===== src/rtl/bitmap_font_text_renderer_assert.svh =====
// Assertion macros for the bitmap font text renderer.
// Needs clk and rst_n in the scope of use; no other dependencies.
`ifndef BITMAP_FONT_TEXT_RENDERER_ASSERT_SVH
`define BITMAP_FONT_TEXT_RENDERER_ASSERT_SVH

// Same-cycle implication, disabled during reset
`define BFTR_ASSERT_IMPL(label, ante, cons) \
  label: assert property (@(posedge clk) disable iff (!rst_n) (ante) |-> (cons)) \
    else $error("bitmap font renderer check failed");

// Next-cycle implication, disabled during reset
`define BFTR_ASSERT_NEXT(label, ante, cons) \
  label: assert property (@(posedge clk) disable iff (!rst_n) (ante) |=> (cons)) \
    else $error("bitmap font renderer check failed");

`endif


===== src/rtl/bftr_pkg.sv =====
// Shared types and constants for the bitmap font text renderer.
// No dependencies.
package bftr_pkg;

  // Register indexes on the configuration port
  localparam logic [2:0] REG_CHARS_PER_LINE = 3'd0;
  localparam logic [2:0] REG_GLYPH_WIDTH    = 3'd1;
  localparam logic [2:0] REG_GLYPH_HEIGHT   = 3'd2;
  localparam logic [2:0] REG_FORE_RGB       = 3'd3;
  localparam logic [2:0] REG_BACK_RGB       = 3'd4;
  localparam logic [2:0] REG_BG_TRANSPARENT = 3'd5;

  // Control characters
  localparam logic [7:0] CODE_NEWLINE = 8'd10;
  localparam logic [7:0] CODE_RETURN  = 8'd13;

  // Limits on the effective glyph size
  localparam logic [3:0] WIDTH_MAX  = 4'd8;
  localparam logic [4:0] HEIGHT_MAX = 5'd16;

  // Reset values of the registers
  localparam logic [7:0]  RST_CHARS_PER_LINE = 8'd80;
  localparam logic [3:0]  RST_GLYPH_WIDTH    = 4'd8;
  localparam logic [4:0]  RST_GLYPH_HEIGHT   = 5'd16;
  localparam logic [23:0] RST_FORE_RGB       = 24'hFFFFFF;
  localparam logic [23:0] RST_BACK_RGB       = 24'h000000;

  // Effective configuration seen by front and back
  typedef struct packed {
    logic [7:0]  chars_per_line;
    logic [3:0]  width;      // saturated at 8
    logic [4:0]  height;     // saturated at 16
    logic [7:0]  width_mask; // bit 7 leftmost
    logic [23:0] fore_rgb;
    logic [23:0] back_rgb;
    logic        transparent;
  } cfg_t;

  // Command passed from front to back
  typedef struct packed {
    logic        is_load;
    logic [11:0] addr;   // store address for a load, glyph base for a draw
    logic [7:0]  data;   // store byte for a load
    logic [11:0] y_base;
    logic [10:0] x_base;
  } cmd_t;

  // Queue status
  typedef struct packed {
    logic       push;
    logic       pop;
    logic       full;
    logic       empty;
    logic [1:0] count;
  } fifo_stat_t;

endpackage


===== src/rtl/bftr_front.sv =====
// Front end: accepts input items, keeps the cursor and issues commands.
// Depends on bftr_pkg.
module bftr_front #(
  parameter int MAX_GLYPH_ROWS = 16,
  parameter int GLYPH_COUNT    = 256
) (
  input  logic              clk,
  input  logic              rst_n,
  input  bftr_pkg::cfg_t    cfg,
  input  logic              in_tvalid,
  output logic              in_tready,
  input  logic [31:0]       in_tdata,
  input  logic              in_tuser,
  input  logic              q_full,
  output logic              q_push,
  output bftr_pkg::cmd_t    q_cmd
);
  import bftr_pkg::*;

  localparam logic [9:0]  COUNT_C = 10'(GLYPH_COUNT);
  localparam logic [11:0] ROWS_C  = 12'(MAX_GLYPH_ROWS);

  logic [7:0]  cursor_col_r, cursor_col_nxt;
  logic [7:0]  cursor_row_r, cursor_row_nxt;
  logic        accept;
  logic        is_load;
  logic [7:0]  code;
  logic [9:0]  code_ext;
  logic [9:0]  code_mod;
  logic [7:0]  row_inc;
  logic [8:0]  col_inc;
  logic [12:0] y_prod;
  logic [11:0] x_prod;

  assign in_tready = !q_full;
  assign accept    = in_tvalid && in_tready;
  assign is_load   = in_tuser;
  assign code      = in_tdata[7:0];

  // Wrap the code into the glyph set; one subtract suffices for codes below twice GLYPH_COUNT
  assign code_ext = {2'b00, code};
  assign code_mod = (code_ext >= COUNT_C) ? (code_ext - COUNT_C) : code_ext;

  // Cell origin in pixels
  assign y_prod = 13'(cursor_row_r * cfg.height);
  assign x_prod = 12'(cursor_col_r * cfg.width);

  // Build the command
  always_comb begin
    q_cmd.is_load = is_load;
    q_cmd.addr    = is_load ? in_tdata[19:8] : 12'(12'(code_mod) * ROWS_C);
    q_cmd.data    = in_tdata[27:20];
    q_cmd.y_base  = y_prod[11:0];
    q_cmd.x_base  = x_prod[10:0];
  end

  // Push loads and printable characters with a non-empty glyph
  assign q_push = accept && (is_load ||
                  (code != CODE_NEWLINE && code != CODE_RETURN && cfg.height != 5'd0));

  // Advance the cursor
  assign row_inc = (cursor_row_r == 8'hFF) ? cursor_row_r : cursor_row_r + 8'd1;
  assign col_inc = {1'b0, cursor_col_r} + 9'd1;

  always_comb begin
    cursor_col_nxt = cursor_col_r;
    cursor_row_nxt = cursor_row_r;
    if (accept && !is_load) begin
      priority if (code == CODE_NEWLINE) begin
        cursor_col_nxt = 8'd0;
        cursor_row_nxt = row_inc;
      end else if (code == CODE_RETURN) begin
        cursor_col_nxt = 8'd0;
      end else if (col_inc >= {1'b0, cfg.chars_per_line}) begin
        cursor_col_nxt = 8'd0;
        cursor_row_nxt = row_inc;
      end else begin
        cursor_col_nxt = col_inc[7:0];
      end
    end
  end

  always_ff @(posedge clk) begin
    if (!rst_n) begin
      cursor_col_r <= 8'd0;
      cursor_row_r <= 8'd0;
    end else begin
      cursor_col_r <= cursor_col_nxt;
      cursor_row_r <= cursor_row_nxt;
    end
  end

endmodule


===== config.mk =====
export PLATFORM = sky130hd
export DESIGN_NAME = bftr_front
export DESIGN_NICKNAME = d
export VERILOG_FILES = /design/src/rtl/bitmap_font_text_renderer_assert.svh /design/src/rtl/bftr_pkg.sv /design/src/rtl/bftr_front.sv
export SDC_FILE = /design/constraint.sdc
export NUM_CORES = 1
export LEC_CHECK = 0
export BUFFER_PORTS_ARGS = -buffer_cell sky130_fd_sc_hd__buf_2
export CAP_MARGIN = 20
export CORE_MARGIN = 2
export CORE_UTILIZATION = 52
export CTS_CLUSTER_SIZE = 20
export DETAILED_ROUTE_END_ITERATION = 6
export PLACE_DENSITY = 0.95
export SLEW_MARGIN = 20
export SYNTH_ARGS = -nofsm -noshare
export SYNTH_HDL_FRONTEND = slang
export SYNTH_SLANG_ARGS = --single-unit

===== constraint.sdc =====
create_clock -name clk -period 7.6 [get_ports clk]
set_input_delay 0 -clock clk [delete_from_list [all_inputs] [get_ports clk]]
set_output_delay 0 -clock clk [all_outputs]
set_load 0.05 [all_outputs]

==> impl_metrics.json <==
{
  "yosysTopAreaCellShare_pct": 17.8,
  "yosysUniqueCellTypes": 41,
  "viasPerCell": 5.45,
  "rows": 28,
  "period_share_pct": 55.3,
  "die_h_um": 83.2,
  "yosysTopAreaCell": "fa_1",
  "drive_above_1_share_pct": 21.1,
  "power_leakage_uw": 0.00213,
  "total_power_uw": 227,
  "grt_max_degree": 17,
  "netlist_area_um2": 3260,
  "hp-class": "in2out",
  "cp_max_fo": 11,
  "yosysSeqAreaShare_pct": 9.83,
  "yosys-top-cells-count": "59 x nand2_1, 47 x inv_1, 44 x and2_1, 44 x ha_1, 29 x fa_1",
  "dr.pass1.iters": 4,
  "clock_path_buffers": 2,
  "drv_cap": 0,
  "run_status": "completed",
  "synth.most_common_cell": "nand2_1",
  "hpwl_um": 5940,
  "seqCellArea_um2": 320,
  "start_util_pct": 54.4,
  "grt_usage_pct": 21.8,
  "rsz0062_at_grt": "false",
  "syn2layout_area_growth_pct": 12.5,
  "multi_input_area_um2": 2630,
  "crit_required_ns": 7.60,
  "routed_wl_um": 7240,
  "wl_per_cell_um": 13.5,
  "htreeDepth": 1,
  "core_area_um2": 5990,
  "relSlewSlack_pct": 61.4,
  "peakVddDrop_mv": 0.0649,
  "cp_slowest_cell": "fa_1",
  "cpLargestDelayFamily": "adder cells",
  "cts.clk_slew.worst_paths_ns": 0.07,
  "drt_iter0_drc": 199,
  "syn_nets": 584,
  "cellPowerDensity_nw_per_um2": 62.0,
  "syn_area_per_cell_um2": 8.15,
  "io_pins": 157,
  "hold_violations": 0,
  "slew_viol_final": 0,
  "setup_viol": 0,
  "drc_errors": 0,
  "gr-total-overflow": 0,
  "crit_chain": "nand2_1 > fa_1 > fa_1 > fa_1 > inv_1 > ha_1 > a21o_1 > a21oi_1 > nor2b_1 > o21a_1 > o41ai_2 > xnor2_1 > buf_2",
  "io_buffers": 79,
  "cts_setup_buffers": 0,
  "path_buf_inv": 2,
  "fill_cells": 457,
  "antenna_cells": 0,
  "antenna_found_initial": 0,
  "skew_ns": 0.000721,
  "dieArea_um2": 6920,
  "clkLatencyLatePin_ns": 0.25,
  "cts.repair.resized": 0,
  "cp-end-kind": "primary output",
  "root_buffer": "clkbuf_8",
  "postSynth.asyncResetShare_pct": 0,
  "place_congestion": 0.807,
  "die_w_um": 83.2,
  "grt_pass1_wl_um": 12900,
  "cp_slowest_stage_delay_ns": 0.54,
  "cts_tree": "done",
  "synthTopCellsByArea": "fa_1 18%, ha_1 17%, dfxtp_1 9.8%",
  "antenna_left": 0,
  "synth_edf_count": 0,
  "route.vias.total": 2914,
  "netlist_instances": 400,
  "yosys_warnings": 0,
  "crit_type": "reg2out",
  "nNetsFinal": 645,
  "cp-start-kind": "register",
  "holdBufCountCts": 0,
  "critPathArrivalTime_ns": 4.21,
  "synth_top_flop_cell": "dfxtp_1",
  "synth-seq-cells": 16,
  "fmax_mhz": 238,
  "cts.sinks": 16,
  "period_needed_ns": 4.21,
  "cp_common_cell": "fa_1",
  "grt_pass1_vias": 2964,
  "numCtsBuffers": 3,
  "worst_pin_slew_ns": 0.577,
  "fin_setup_tns_ns": 0
}
[metal layers]
metal  vias up  wire (µm)  track usage, %
met5         -          0               0
met4         0        103            5.07
met3        16        473            3.88
met2       122       3690            39.1
met1      1376       2970            27.1
li1       1400          -               -
[area by class of cell]
cell class / instances / area share [%]
Multi-Input combinational cell: 314 / 71.6
Timing Repair Buffer: 79 / 10.8
Sequential cell: 16 / 8.73
Inverter: 47 / 4.81
Tap cell: 75 / 2.56
Clock buffer: 4 / 1.50
[placed cells by master, fill, tap and decap left out, types with 2 or more instances in the layout]
cell type,instances
nand3_1,9
xnor2_1,20
fa_1,29
dfxtp_1,16
ha_1,44
nor3_1,6
nor2_1,13
a21oi_1,10
o211ai_1,4
mux2i_1,7
mux2_2,8
nor2b_1,5
o21a_1,2
nand2b_1,12
nand2_1,59
and2_1,44
a21o_1,6
clkbuf_8,4
buf_2,79
or3_1,3
nand4_1,7
and3_1,2
o21ai_0,4
xor2_1,7
inv_1,47
[cells by family (layout without fill, tap and decap cells)]
kind of cell / Yosys count / after routing / share of synthesized area (%)
simple gates: 165 / 165 / 26.2
flops: 16 / 16 / 9.83
fa+ha+maj: 73 / 73 / 34.7
xor+xnor: 27 / 27 / 7.26
mux: 15 / 15 / 4.91
buf+inv: 70 / 130 / 9.60
compound gates: 34 / 34 / 7.52
[flip-flops by register name (all words and copies together), names as in the netlist]
register and count:
cursor_col_r 8, cursor_row_r 8
[metrics by stage]
step           setup WS [ns]  instances  instance area, µm²  util, %  hold WS [ns]
2_1_floorplan           3.74        400                3260        -         0.152
6_report                3.39        535                3670     61.2     0.0000163
4_1_cts                 3.40        535                3670     61.2      0.000341
3_3_place_gp            3.80        531                3610     60.3      0.000341
3_5_place_dp            3.68        531                3610     60.3      0.000341
5_1_grt                 3.17        535                3670     61.2     0.0000670
[where the power goes]
group | internal (µW) | switching [µW] | total [µW]
Clock | 46.0 | 31.4 | 77.4
Sequential | 84.2 | 0.886 | 85.1
Combinational | 20.7 | 44.1 | 64.8
[worst paths after layout]
path | from | end | slack [ns] | cells after the start
worst min-delay path | in_tdata[22] | q_cmd[25] | 0.00002 | 0
worst min register to register | cursor_col_r[7] | cursor_col_r[7] | 0.55 | 2
worst max-delay path | cursor_row_r[2] | q_cmd[21] | 3.39 | 13
worst max register to register | cursor_col_r[0] | cursor_row_r[4] | 4.64 | 10
Power figures use the tool's default switching activity.
