--- src/rtl/bitmap_font_text_renderer_assert.svh ---
// Assertion macros for the bitmap font text renderer.
// Needs clk and rst_n in the scope of use; no other dependencies.
`ifndef BITMAP_FONT_TEXT_RENDERER_ASSERT_SVH
`define BITMAP_FONT_TEXT_RENDERER_ASSERT_SVH

// Same-cycle implication, disabled during reset
`define BFTR_ASSERT_IMPL(label, ante, cons) \
  label: assert property (@(posedge clk) disable iff (!rst_n) (ante) |-> (cons)) \
    else $error("bitmap font renderer check failed");

// Next-cycle implication, disabled during reset
`define BFTR_ASSERT_NEXT(label, ante, cons) \
  label: assert property (@(posedge clk) disable iff (!rst_n) (ante) |=> (cons)) \
    else $error("bitmap font renderer check failed");

`endif

--- src/rtl/bftr_pkg.sv ---
// Shared types and constants for the bitmap font text renderer.
// No dependencies.
package bftr_pkg;

  // Register indexes on the configuration port
  localparam logic [2:0] REG_CHARS_PER_LINE = 3'd0;
  localparam logic [2:0] REG_GLYPH_WIDTH    = 3'd1;
  localparam logic [2:0] REG_GLYPH_HEIGHT   = 3'd2;
  localparam logic [2:0] REG_FORE_RGB       = 3'd3;
  localparam logic [2:0] REG_BACK_RGB       = 3'd4;
  localparam logic [2:0] REG_BG_TRANSPARENT = 3'd5;

  // Control characters
  localparam logic [7:0] CODE_NEWLINE = 8'd10;
  localparam logic [7:0] CODE_RETURN  = 8'd13;

  // Limits on the effective glyph size
  localparam logic [3:0] WIDTH_MAX  = 4'd8;
  localparam logic [4:0] HEIGHT_MAX = 5'd16;

  // Reset values of the registers
  localparam logic [7:0]  RST_CHARS_PER_LINE = 8'd80;
  localparam logic [3:0]  RST_GLYPH_WIDTH    = 4'd8;
  localparam logic [4:0]  RST_GLYPH_HEIGHT   = 5'd16;
  localparam logic [23:0] RST_FORE_RGB       = 24'hFFFFFF;
  localparam logic [23:0] RST_BACK_RGB       = 24'h000000;

  // Effective configuration seen by front and back
  typedef struct packed {
    logic [7:0]  chars_per_line;
    logic [3:0]  width;      // saturated at 8
    logic [4:0]  height;     // saturated at 16
    logic [7:0]  width_mask; // bit 7 leftmost
    logic [23:0] fore_rgb;
    logic [23:0] back_rgb;
    logic        transparent;
  } cfg_t;

  // Command passed from front to back
  typedef struct packed {
    logic        is_load;
    logic [11:0] addr;   // store address for a load, glyph base for a draw
    logic [7:0]  data;   // store byte for a load
    logic [11:0] y_base;
    logic [10:0] x_base;
  } cmd_t;

  // Queue status
  typedef struct packed {
    logic       push;
    logic       pop;
    logic       full;
    logic       empty;
    logic [1:0] count;
  } fifo_stat_t;

endpackage

--- src/rtl/bftr_fifo.sv ---
// Two-entry command queue between front and back.
// Depends on bftr_pkg.
module bftr_fifo (
  input  logic                clk,
  input  logic                rst_n,
  input  logic                push,
  input  bftr_pkg::cmd_t      push_cmd,
  input  logic                pop,
  output bftr_pkg::cmd_t      pop_cmd,
  output bftr_pkg::fifo_stat_t stat
);
  import bftr_pkg::*;

  cmd_t       slot_r [2];
  logic       wr_ptr_r, wr_ptr_nxt;
  logic       rd_ptr_r, rd_ptr_nxt;
  logic [1:0] count_r, count_nxt;
  logic       do_push, do_pop;

  assign stat.full  = (count_r == 2'd2);
  assign stat.empty = (count_r == 2'd0);
  assign stat.count = count_r;
  assign stat.push  = push;
  assign stat.pop   = pop;

  assign do_push = push && !stat.full;
  assign do_pop  = pop && !stat.empty;
  assign pop_cmd = slot_r[rd_ptr_r];

  // Advance pointers and occupancy
  always_comb begin
    wr_ptr_nxt = do_push ? !wr_ptr_r : wr_ptr_r;
    rd_ptr_nxt = do_pop  ? !rd_ptr_r : rd_ptr_r;
    count_nxt  = count_r + {1'b0, do_push} - {1'b0, do_pop};
  end

  always_ff @(posedge clk) begin
    if (!rst_n) begin
      wr_ptr_r <= 1'b0;
      rd_ptr_r <= 1'b0;
      count_r  <= 2'd0;
    end else begin
      wr_ptr_r <= wr_ptr_nxt;
      rd_ptr_r <= rd_ptr_nxt;
      count_r  <= count_nxt;
    end
  end

  // Hold payload
  always_ff @(posedge clk) begin
    if (do_push) begin
      slot_r[wr_ptr_r] <= push_cmd;
    end
  end

endmodule

--- config.mk ---
export PLATFORM = sky130hd
export DESIGN_NAME = bftr_fifo
export DESIGN_NICKNAME = d
export VERILOG_FILES = /design/src/rtl/bitmap_font_text_renderer_assert.svh /design/src/rtl/bftr_pkg.sv /design/src/rtl/bftr_fifo.sv
export SDC_FILE = /design/constraint.sdc
export NUM_CORES = 1
export LEC_CHECK = 0
export BUFFER_PORTS_ARGS = -buffer_cell sky130_fd_sc_hd__clkbuf_2
export CORE_MARGIN = 2
export CORE_UTILIZATION = 45
export DETAILED_ROUTE_END_ITERATION = 16
export HOLD_SLACK_MARGIN = 0.1
export PLACE_DENSITY = 0.7
export SLEW_MARGIN = 25
export SYNTH_ARGS = -nofsm -noshare
export SYNTH_HDL_FRONTEND = slang
export SYNTH_SLANG_ARGS = --single-unit
--- constraint.sdc ---
create_clock -name clk -period 4.85 [get_ports clk]
set_clock_uncertainty 0.2 [all_clocks]
set_input_delay 1.2125 -clock clk [delete_from_list [all_inputs] [get_ports clk]]
set_output_delay 1.2125 -clock clk [all_outputs]
set_load 0.02 [all_outputs]
==> Flow_metrics.wiki, run 1 <==
{| class="wikitable"
! Metric !! Value
|-
| Power density over the cells || 555 nW/um2
|-
| Max_cap viols || 0
|-
| Global routing usage summed across all routing layers || 0.133
|-
| Detailed-placement wirelength estimate || 3.92 mm
|-
| Count of pins over their slew limit || 0
|-
| Category of the most critical setup path || flip-flop to output port
|-
| CORE AREA || 7770 um2
|-
| DR iter-0 viols || 73
|-
| Slew Limit Headroom || 0.589
|-
| Largest area contributor in the synthesized netlist || edfxtp_1
|-
| Initial antenna violation count || 0
|-
| Setup slack of the most critical reg-to-reg path || 2.65 ns
|-
| Critical Path Fanout Max || 32
|-
| Count of antenna-violating nets left after detailed routing || 0
|-
| Count of pins on the block boundary || 98
|-
| Final hold slack || 0.321 ns
|-
| Max Buffers Root-to-Sink || 2
|-
| Cell types with the highest counts after synthesis || edfxtp_1, mux2_4, dfxtp_1, nor2_1
|-
| Number of non-filler instances in the completed layout || 376
|-
| Post_cts resized || 0
|-
| Met2 Routed Length || 2.89 mm
|-
| R2R depth || 4
|-
| Startpoint types || flip-flop
|-
| Worst-path cell chain || buf_4 > mux2_2 > clkbuf_2
|-
| Mean instance size in the synthesized netlist || 21.9 um2
|-
| Layout cells sized above 1 || 0.588
|-
| # DRC || 0
|-
| Total overflow reported by the global router || 0
|-
| Count of mapped cells out of synthesis || 166
|-
| Synth-to-Final Area Change || 20.7%
|-
| Area share of the largest cell type after synthesis || 0.728
|-
| Post-synth EDFFs || 88
|-
| ANT cells || 0
|-
| Detailed-router iteration count before antenna repair || 4
|-
| Leading cell type by number of instances after synthesis || edfxtp_1
|-
| Setup repair after global routing missed its margin || no
|-
| Number of distinct library cells after synthesis || 19
|-
| Buffering stage count on the worst path with inverters included || 2
|-
| FILL cells || 617
|-
| Status || finished, final reports clean
|-
| Pin count of the biggest net entering global routing || 45
|-
| Maximum resistive drop on vdd || 0.313 mV
|-
| Seq/Total Area, Yosys || 0.756
|-
| CTS H-tree depth || 3
|-
| Setup-violating endpoint count in the final report || 0
|-
| Post-layout instance area || 4380 um2
|-
| FMAX || 284 MHz
|-
| Required time worst endpoint || 3.44 ns
|-
| Ys async rst share || 0
|-
| Number of buffers inserted during clock tree synthesis || 9
|-
| Reported net switching power || 754 uW
|-
| Number of buffers added on ports || 97
|-
| TritonCTS clock tree || done
|-
| Multi-input gate area in the final layout || 781 um2
|-
| Standby leakage power || 1.76 nW
|-
| Vias || 1749
|-
| Met1 routed wirelength after detailed routing || 2.47 mm
|-
| Setup TNS || 0 ns
|-
| GP Congestion || 0.662
|-
| Hold Vio Cnt, Final || 0
|-
| Kind of cell adding the most delay to the critical path || buffers and inverters
|-
| Highest signal layer in the routed design || met4
|-
| Proportion of total power due to net switching || 0.310
|-
| Initial core utilization || 0.467
|-
| Nature of the critical path endpoint || output port
|-
| Hold path start || rd_ptr_r
|-
| Number of global-route vias before repair || 1747
|-
| Area of all sequential standard cells || 2740 um2
|-
| Number of sinks handled by clock tree synthesis || 93
|-
| Number of cells in the design after placement || 360
|-
| Met3 wire length || 312 um
|-
| Cell count of the worst hold path || 2
|-
| Y dimension of the die || 93.8 um
|-
| Per-cell via count in the routed design || 4.65
|-
| X dimension of the die || 93.8 um
|-
| Slew @ Worst Pin || 0.617 ns
|-
| Cell Rows || 32
|-
| Final period demand of the worst path || 3.52 ns
|-
| Yosys warning total || 0
|-
| RR Startpoint || count_r[0]
|-
| Cell at the root of the clock tree || clkbuf_8
|-
| Data arrival at the endpoint of the critical path || 2.11 ns
|-
| Sequential share of power || 0.452
|-
| Final period util || 0.726
|-
| Type of the worst min-delay path || flip-flop to flip-flop
|-
| Largest stage delay on the critical path || 0.61 ns
|-
| Buffers inserted by post-CTS timing repair || 0
|-
| Area of the mapped netlist || 3630 um2
|-
| Source-to-sink clock delay at the later pin of the worst-skew pair || 0.34 ns
|-
| Placed Instance Area || 4160 um2
|-
| Terminus of the critical flop-to-flop path || slot_r[0][24]
|-
| Endpoint of the most critical setup path || pop_cmd[43]
|-
| Clock share of power || 0.224
|-
| Number of synthesized register bits || 93
|-
| Post-Syn Nets || 216
|-
| Cell with the largest stage delay on the worst path || dfxtp_2
|-
| Number of nets in the finished design || 319
|-
| Main area contributors after synthesis || edfxtp_1, mux2_4, dfxtp_1
|-
| Hold buffers post-CTS || 0
|-
| Instance count on the critical path || 3
|-
| Die area || 8800 um2
|-
| Detail-routed net length per standard cell || 15.3 um
|-
| Total internal power || 1.68 mW
|-
| Proportion of power drawn by combinational gates || 0.324
|-
| Routed WL || 5.77 mm
|-
| First-pass GRT wire length || 8.69 mm
|-
| Main synth FF type || edfxtp_1
|-
| Clk pin slew, worst setup/hold paths || 0.08 ns
|}
==> how the worst min path moves through the flow <==
stage	to	slack (ns)
2_1_floorplan	wr_ptr_r	0.25
3_3_place_gp	rd_ptr_r	0.30
3_5_place_dp	rd_ptr_r	0.31
4_1_cts	flip-flop	0.33
5_1_grt	flip-flop	0.36
6_report	flip-flop	0.32
==> flip-flops by register name (all words and copies together), names as in the netlist, named ones only <==
signal,flops
wr_ptr_r,1
slot_r,88
rd_ptr_r,1
count_r,2
==> layer usage <==
layer,vias to the layer above,GRT usage
met1,844,0.171
met3,9,0.0297
met5,-,0
met2,58,0.211
li1,838,-
met4,0,0.0688
==> layout make-up <==
type	instances	share of cell area
Tap cell	102	0.0291
Multi-Input combinational cell	63	0.178
Clock buffer	10	0.0291
Timing Repair Buffer	99	0.114
Inverter	3	0.00257
Sequential cell	93	0.627
Clock inverter	6	0.0200
==> worst min-delay path, stage by stage, from the launching register on <==
cell and delay [ns]:
dfxtp_1 0.34, xnor2_1 0.08, nor2_1 0.07
==> cell usage in the layout (no fill, tap or decap) <==
cell and n:
clkbuf_2 97, edfxtp_1 88, mux2_4 40, clkbuf_8 9
mux2_2 4, nor2_1 4, dfxtp_1 4, inv_1 3
clkinvlp_4 3, nand2b_1 2, nand2_1 2, and2_1 2
ha_1 2, bufinv_16 2, buf_4 2, o21a_1 1
nor2_4 1, xnor2_1 1, and3_4 1, mux2i_1 1
xor2_1 1, nor3_1 1, dfxtp_2 1, clkinv_2 1
clkbuf_1 1
==> power by group through the flow <==
| stage | registers, mW | logic [mW] | clock network, mW |
|---|---|---|---|
| 6_report | 1.10 | 0.787 | 0.544 |
| 5_1_grt | 1.12 | 0.843 | 0.583 |
| 4_1_cts | 1.10 | 0.800 | 0.559 |
| 3_5_place_dp | 1.12 | 0.799 | 0 |
| 3_3_place_gp | 1.11 | 0.793 | 0 |
| 2_1_floorplan | 1.10 | 0.645 | 0 |
==> logic make-up after synthesis <==
group / count (synthesis) / share of synthesized area
muxes: 45 / 0.181
buffers and inverters: 10 / 0.0324
adders and majority gates: 2 / 0.00690
AOI/OAI and AO/OA: 1 / 0.00207
and+or+nand+nor: 13 / 0.0172
DFF: 93 / 0.756
xor gates and xnor gates: 2 / 0.00483
==> per-stage QoR <==
step / power [mW] / util / setup WS (ns)
after floorplan: 1.74 / - / 1.05
after global placement: 1.91 / 0.536 / 1.72
after detailed placement: 1.92 / 0.536 / 1.68
after CTS: 2.46 / 0.563 / 1.28
after global routing: 2.54 / 0.564 / 1.22
final: 2.43 / 0.564 / 1.33
No activity file was read; power rests on OpenSTA's default activity.
==> run 2: changes to the inputs <==
--- a/config.mk
+++ b/config.mk
@@ -5,12 +5,13 @@
 export SDC_FILE = /design/constraint.sdc
 export NUM_CORES = 1
 export LEC_CHECK = 0
+export ABC_AREA = 1
 export BUFFER_PORTS_ARGS = -buffer_cell sky130_fd_sc_hd__clkbuf_2
 export CORE_MARGIN = 2
 export CORE_UTILIZATION = 45
 export DETAILED_ROUTE_END_ITERATION = 16
 export HOLD_SLACK_MARGIN = 0.1
-export PLACE_DENSITY = 0.7
+export PLACE_DENSITY = 0.73
 export SLEW_MARGIN = 25
 export SYNTH_ARGS = -nofsm -noshare
 export SYNTH_HDL_FRONTEND = slang
==> constraint.sdc (replaced) <==
create_clock -name clk -period 3.1 [get_ports clk]
set_clock_uncertainty 0.2 [all_clocks]
set_input_delay 0.775 -clock clk [delete_from_list [all_inputs] [get_ports clk]]
set_output_delay 0.775 -clock clk [all_outputs]
set_load 0.02 [all_outputs]
==> run 2 against run 1 <==
Count of clock-buffer cells in the layout down 1; first-iteration DRC count decreased by 21%; sequential power rose by 50%; routed wire length down 3.8%; register-to-register slack worse by 1.5 ns; via count up 3.0%; final area rose by 0.74%; clock power is 44% higher; combinational power grew 45%; flip-flop and latch count did not move; power up 47%; largest cell class unchanged; largest power group unchanged.
==> Flow_metrics.wiki, run 2 <==
{| class="wikitable"
! Metric !! Value
|-
| Number of nets in the finished design || 332 (+4.1%)
|-
| Category of the most critical setup path || flip-flop to output port
|-
| Number of global-route vias before repair || 1781 (+1.9%)
|-
| Number of non-filler instances in the completed layout || 389 (+3.5%)
|-
| Setup TNS || 0 ns (unchanged)
|-
| Maximum resistive drop on vdd || 0.533 mV (+70%)
|-
| Proportion of total power due to net switching || 0.311 (+0.000967)
|-
| Main area contributors after synthesis || edfxtp_1, mux2_4, dfxtp_1
|-
| Cell types with the highest counts after synthesis || edfxtp_1, mux2_4, inv_1, nand2_1, nor2_1
|-
| Multi-input gate area in the final layout || 767 um2 (-1.8%)
|-
| Slew Limit Headroom || 0.572 (-0.0166)
|-
| Final hold slack || 0.334 ns (+0.0127 ns)
|-
| Hold buffers post-CTS || 0 (unchanged)
|-
| Seq/Total Area, Yosys || 0.753 (-0.00286)
|-
| Routed WL || 5.55 mm (-3.8%)
|-
| Clock share of power || 0.219 (-0.005)
|-
| Reported net switching power || 1.11 mW (+47%)
|-
| Setup-violating endpoint count in the final report || 0 (unchanged)
|-
| Core Util, Final || 0.568 (+0.00419)
|-
| Global routing usage summed across all routing layers || 0.131 (-0.00189)
|-
| Leading cell type in the layout, fill and taps excluded || clkbuf_2
|-
| Register name with the most flops || slot_r
|-
| Data arrival at the endpoint of the critical path || 1.64 ns (-0.47 ns)
|-
| Post-layout instance area || 4410 um2 (+0.74%)
|-
| Count of pins on the block boundary || 98 (unchanged)
|-
| Mean instance size in the synthesized netlist || 20.6 um2 (-5.9%)
|-
| Top Registers || slot_r (88), count_r (2)
|-
| Vias || 1801 (+3.0%)
|-
| Die area || 8830 um2 (+0.36%)
|-
| Standby leakage power || 1.80 nW (+2.1%)
|-
| # DRC || 0 (unchanged)
|-
| Detailed-router iteration count before antenna repair || 4 (unchanged)
|-
| Setup repair after global routing missed its margin || no
|-
| Main synth FF type || edfxtp_1
|-
| FILL cells || 619 (+0.32%)
|-
| TritonCTS clock tree || done
|-
| Clk pin slew, worst setup/hold paths || 0.09 ns (about the same)
|-
| Cell at the root of the clock tree || clkbuf_8
|-
| CORE AREA || 7770 um2 (unchanged)
|-
| Area share of the largest cell type after synthesis || 0.726 (-0.00275)
|-
| Total internal power || 2.46 mW (+47%)
|-
| Max Buffers Root-to-Sink || 2 (unchanged)
|-
| FMAX || 383 MHz
|-
| Yosys warning total || 0 (unchanged)
|-
| Layout cells sized above 1 || 0.568 (-0.0196)
|-
| Count of pins over their slew limit || 0 (unchanged)
|-
| Critical Path Fanout Max || 25 (-22%)
|-
| GP Congestion || 0.759 (+15%)
|-
| X dimension of the die || 94.0 um (+0.18%)
|-
| Post-synth EDFFs || 88 (unchanged)
|-
| Power density over the cells || 809 nW/um2 (+46%)
|-
| Sequential share of power || 0.462 (+0.010)
|-
| Total overflow reported by the global router || 0 (unchanged)
|-
| Leading cell type by number of instances after synthesis || edfxtp_1
|-
| Cell Rows || 32 (unchanged)
|-
| Detail-routed net length per standard cell || 14.3 um (-7.0%)
|-
| First-pass GRT wire length || 8.34 mm (-4.1%)
|-
| CTS H-tree depth || 3 (unchanged)
|-
| Slew @ Worst Pin || 0.640 ns (+0.0234 ns)
|-
| Post_cts resized || 0 (unchanged)
|-
| Pin count of the biggest net entering global routing || 26 (-42%)
|-
| Buffers inserted by post-CTS timing repair || 0 (unchanged)
|-
| ANT cells || 0 (unchanged)
|-
| Number of buffers added on ports || 97 (unchanged)
|-
| Status || finished, final reports clean
|-
| Synth-to-Final Area Change || 21.1%
|-
| Proportion of power drawn by combinational gates || 0.318 (-0.006)
|-
| Placed Instance Area || 4210 um2 (+1.3%)
|-
| Number of synthesized register bits || 93 (unchanged)
|-
| Startpoint types || flip-flop
|-
| Count of antenna-violating nets left after detailed routing || 0 (unchanged)
|-
| Number of buffers inserted during clock tree synthesis || 9 (unchanged)
|-
| Area of the mapped netlist || 3640 um2 (+0.38%)
|-
| Post-Syn Nets || 227 (+5.1%)
|-
| Detailed-placement wirelength estimate || 3.76 mm (-4.0%)
|-
| Initial antenna violation count || 0 (unchanged)
|-
| Type of the worst min-delay path || flip-flop to flip-flop
|-
| Most frequent cells in the layout || clkbuf_2, edfxtp_1, mux2_4, nand2_1, clkbuf_8
|-
| Per-cell via count in the routed design || 4.63 (-0.47%)
|-
| Nature of the critical path endpoint || output port
|-
| Ys async rst share || 0 (unchanged)
|-
| Number of flip-flops in the largest register || 88 (unchanged)
|-
| DR iter-0 viols || 58 (-21%)
|-
| Max_cap viols || 0 (unchanged)
|-
| Y dimension of the die || 94.0 um (+0.18%)
|-
| Hold Vio Cnt, Final || 0 (unchanged)
|-
| Number of distinct library cells after synthesis || 13 (-6)
|-
| Count of mapped cells out of synthesis || 177 (+6.6%)
|-
| Initial core utilization || 0.469 (+0.00177)
|-
| Largest area contributor in the synthesized netlist || edfxtp_1
|-
| Number of sinks handled by clock tree synthesis || 93 (unchanged)
|-
| Final period util || 0.842
|-
| Final period demand of the worst path || 2.61 ns
|-
| Required time worst endpoint || 2.12 ns (-1.32 ns)
|-
| Area of all sequential standard cells || 2740 um2 (unchanged)
|-
| Source-to-sink clock delay at the later pin of the worst-skew pair || 0.34 ns (about the same)
|-
| Number of cells in the design after placement || 373 (+3.6%)
|}
## run 2: cell types whose count changed in the layout (fill, tap and decap cells not counted), moves of 2 or more
cell,previous run,this run
nor2_1,4,7
and2_1,2,0
inv_1,3,8
nand3_1,0,3
a21oi_1,0,2
clkinv_4,0,2
nand2_1,2,9
nand2b_1,2,0
buf_12,0,2
## run 2: cell families (layout without fill, tap and decap cells)
| logic type | after synthesis | in the layout | synth area share |
|---|---|---|---|
| flip-flops | 93 | 93 | 0.753 |
| AND/OR/NAND/NOR | 20 | 20 | 0.0216 |
| AO/OA/AOI/OAI | 2 | 2 | 0.00275 |
| buffers and inverters | 16 | 126 | 0.0385 |
| adder cells (fa/ha/maj) | 2 | 2 | 0.00687 |
| multiplexers | 44 | 44 | 0.177 |
## run 2: stage by stage
| stage | power, mW | setup WS, ns |
|---|---|---|
| global placement | 2.81 | 0.787 |
| CTS | 3.62 | 0.453 |
| detailed placement | 2.84 | 0.763 |
| global route | 3.75 | 0.399 |
| finish | 3.57 | 0.490 |
| floorplan | 2.55 | 0.492 |
## run 2: layer usage
layer | GRT usage | share of wire | up-vias
li1 | - | - | 874
met2 | 0.204 | 0.49 | 59
met3 | 0.0482 | 0.082 | 11
met1 | 0.156 | 0.41 | 857
met4 | 0.0761 | 0.015 | 0
met5 | 0 | 0 | -
## run 2: area by class of cell
| cell class | instances | area share |
|---|---|---|
| flip-flops and latches | 93 | 0.622 |
| multi-input cells | 68 | 0.174 |
| repair buffers | 101 | 0.123 |
| well taps | 102 | 0.0289 |
| clock buffers | 9 | 0.0281 |
| clock inverters | 7 | 0.0170 |
| inverters | 9 | 0.00766 |
## run 2: path summary, 6_finish.rpt
check,startpoint,to,slack (ns),depth (start not counted)
worst max-delay path,flip-flop,pop_cmd[43],0.49,3
worst min-delay path,rd_ptr_r,rd_ptr_r,0.33,2
worst max register to register,count_r[0],slot_r[0][42],1.11,5
worst min register to register,rd_ptr_r,rd_ptr_r,0.33,2
## run 2: power by group through the flow
| stage | combinational (mW) | clock [mW] | sequential (mW) |
|---|---|---|---|
| finish | 1.14 | 0.782 | 1.65 |
| global placement | 1.14 | 0 | 1.67 |
| global route | 1.22 | 0.857 | 1.67 |
| floorplan | 0.870 | 0 | 1.68 |
| CTS | 1.16 | 0.805 | 1.65 |
| detailed placement | 1.15 | 0 | 1.68 |
## run 2: critical path, cell delays in order, from the launching register on
cell and delay [ns]:
dfxtp_2 0.33, buf_4 0.41, mux2_2 0.39, clkbuf_2 0.15
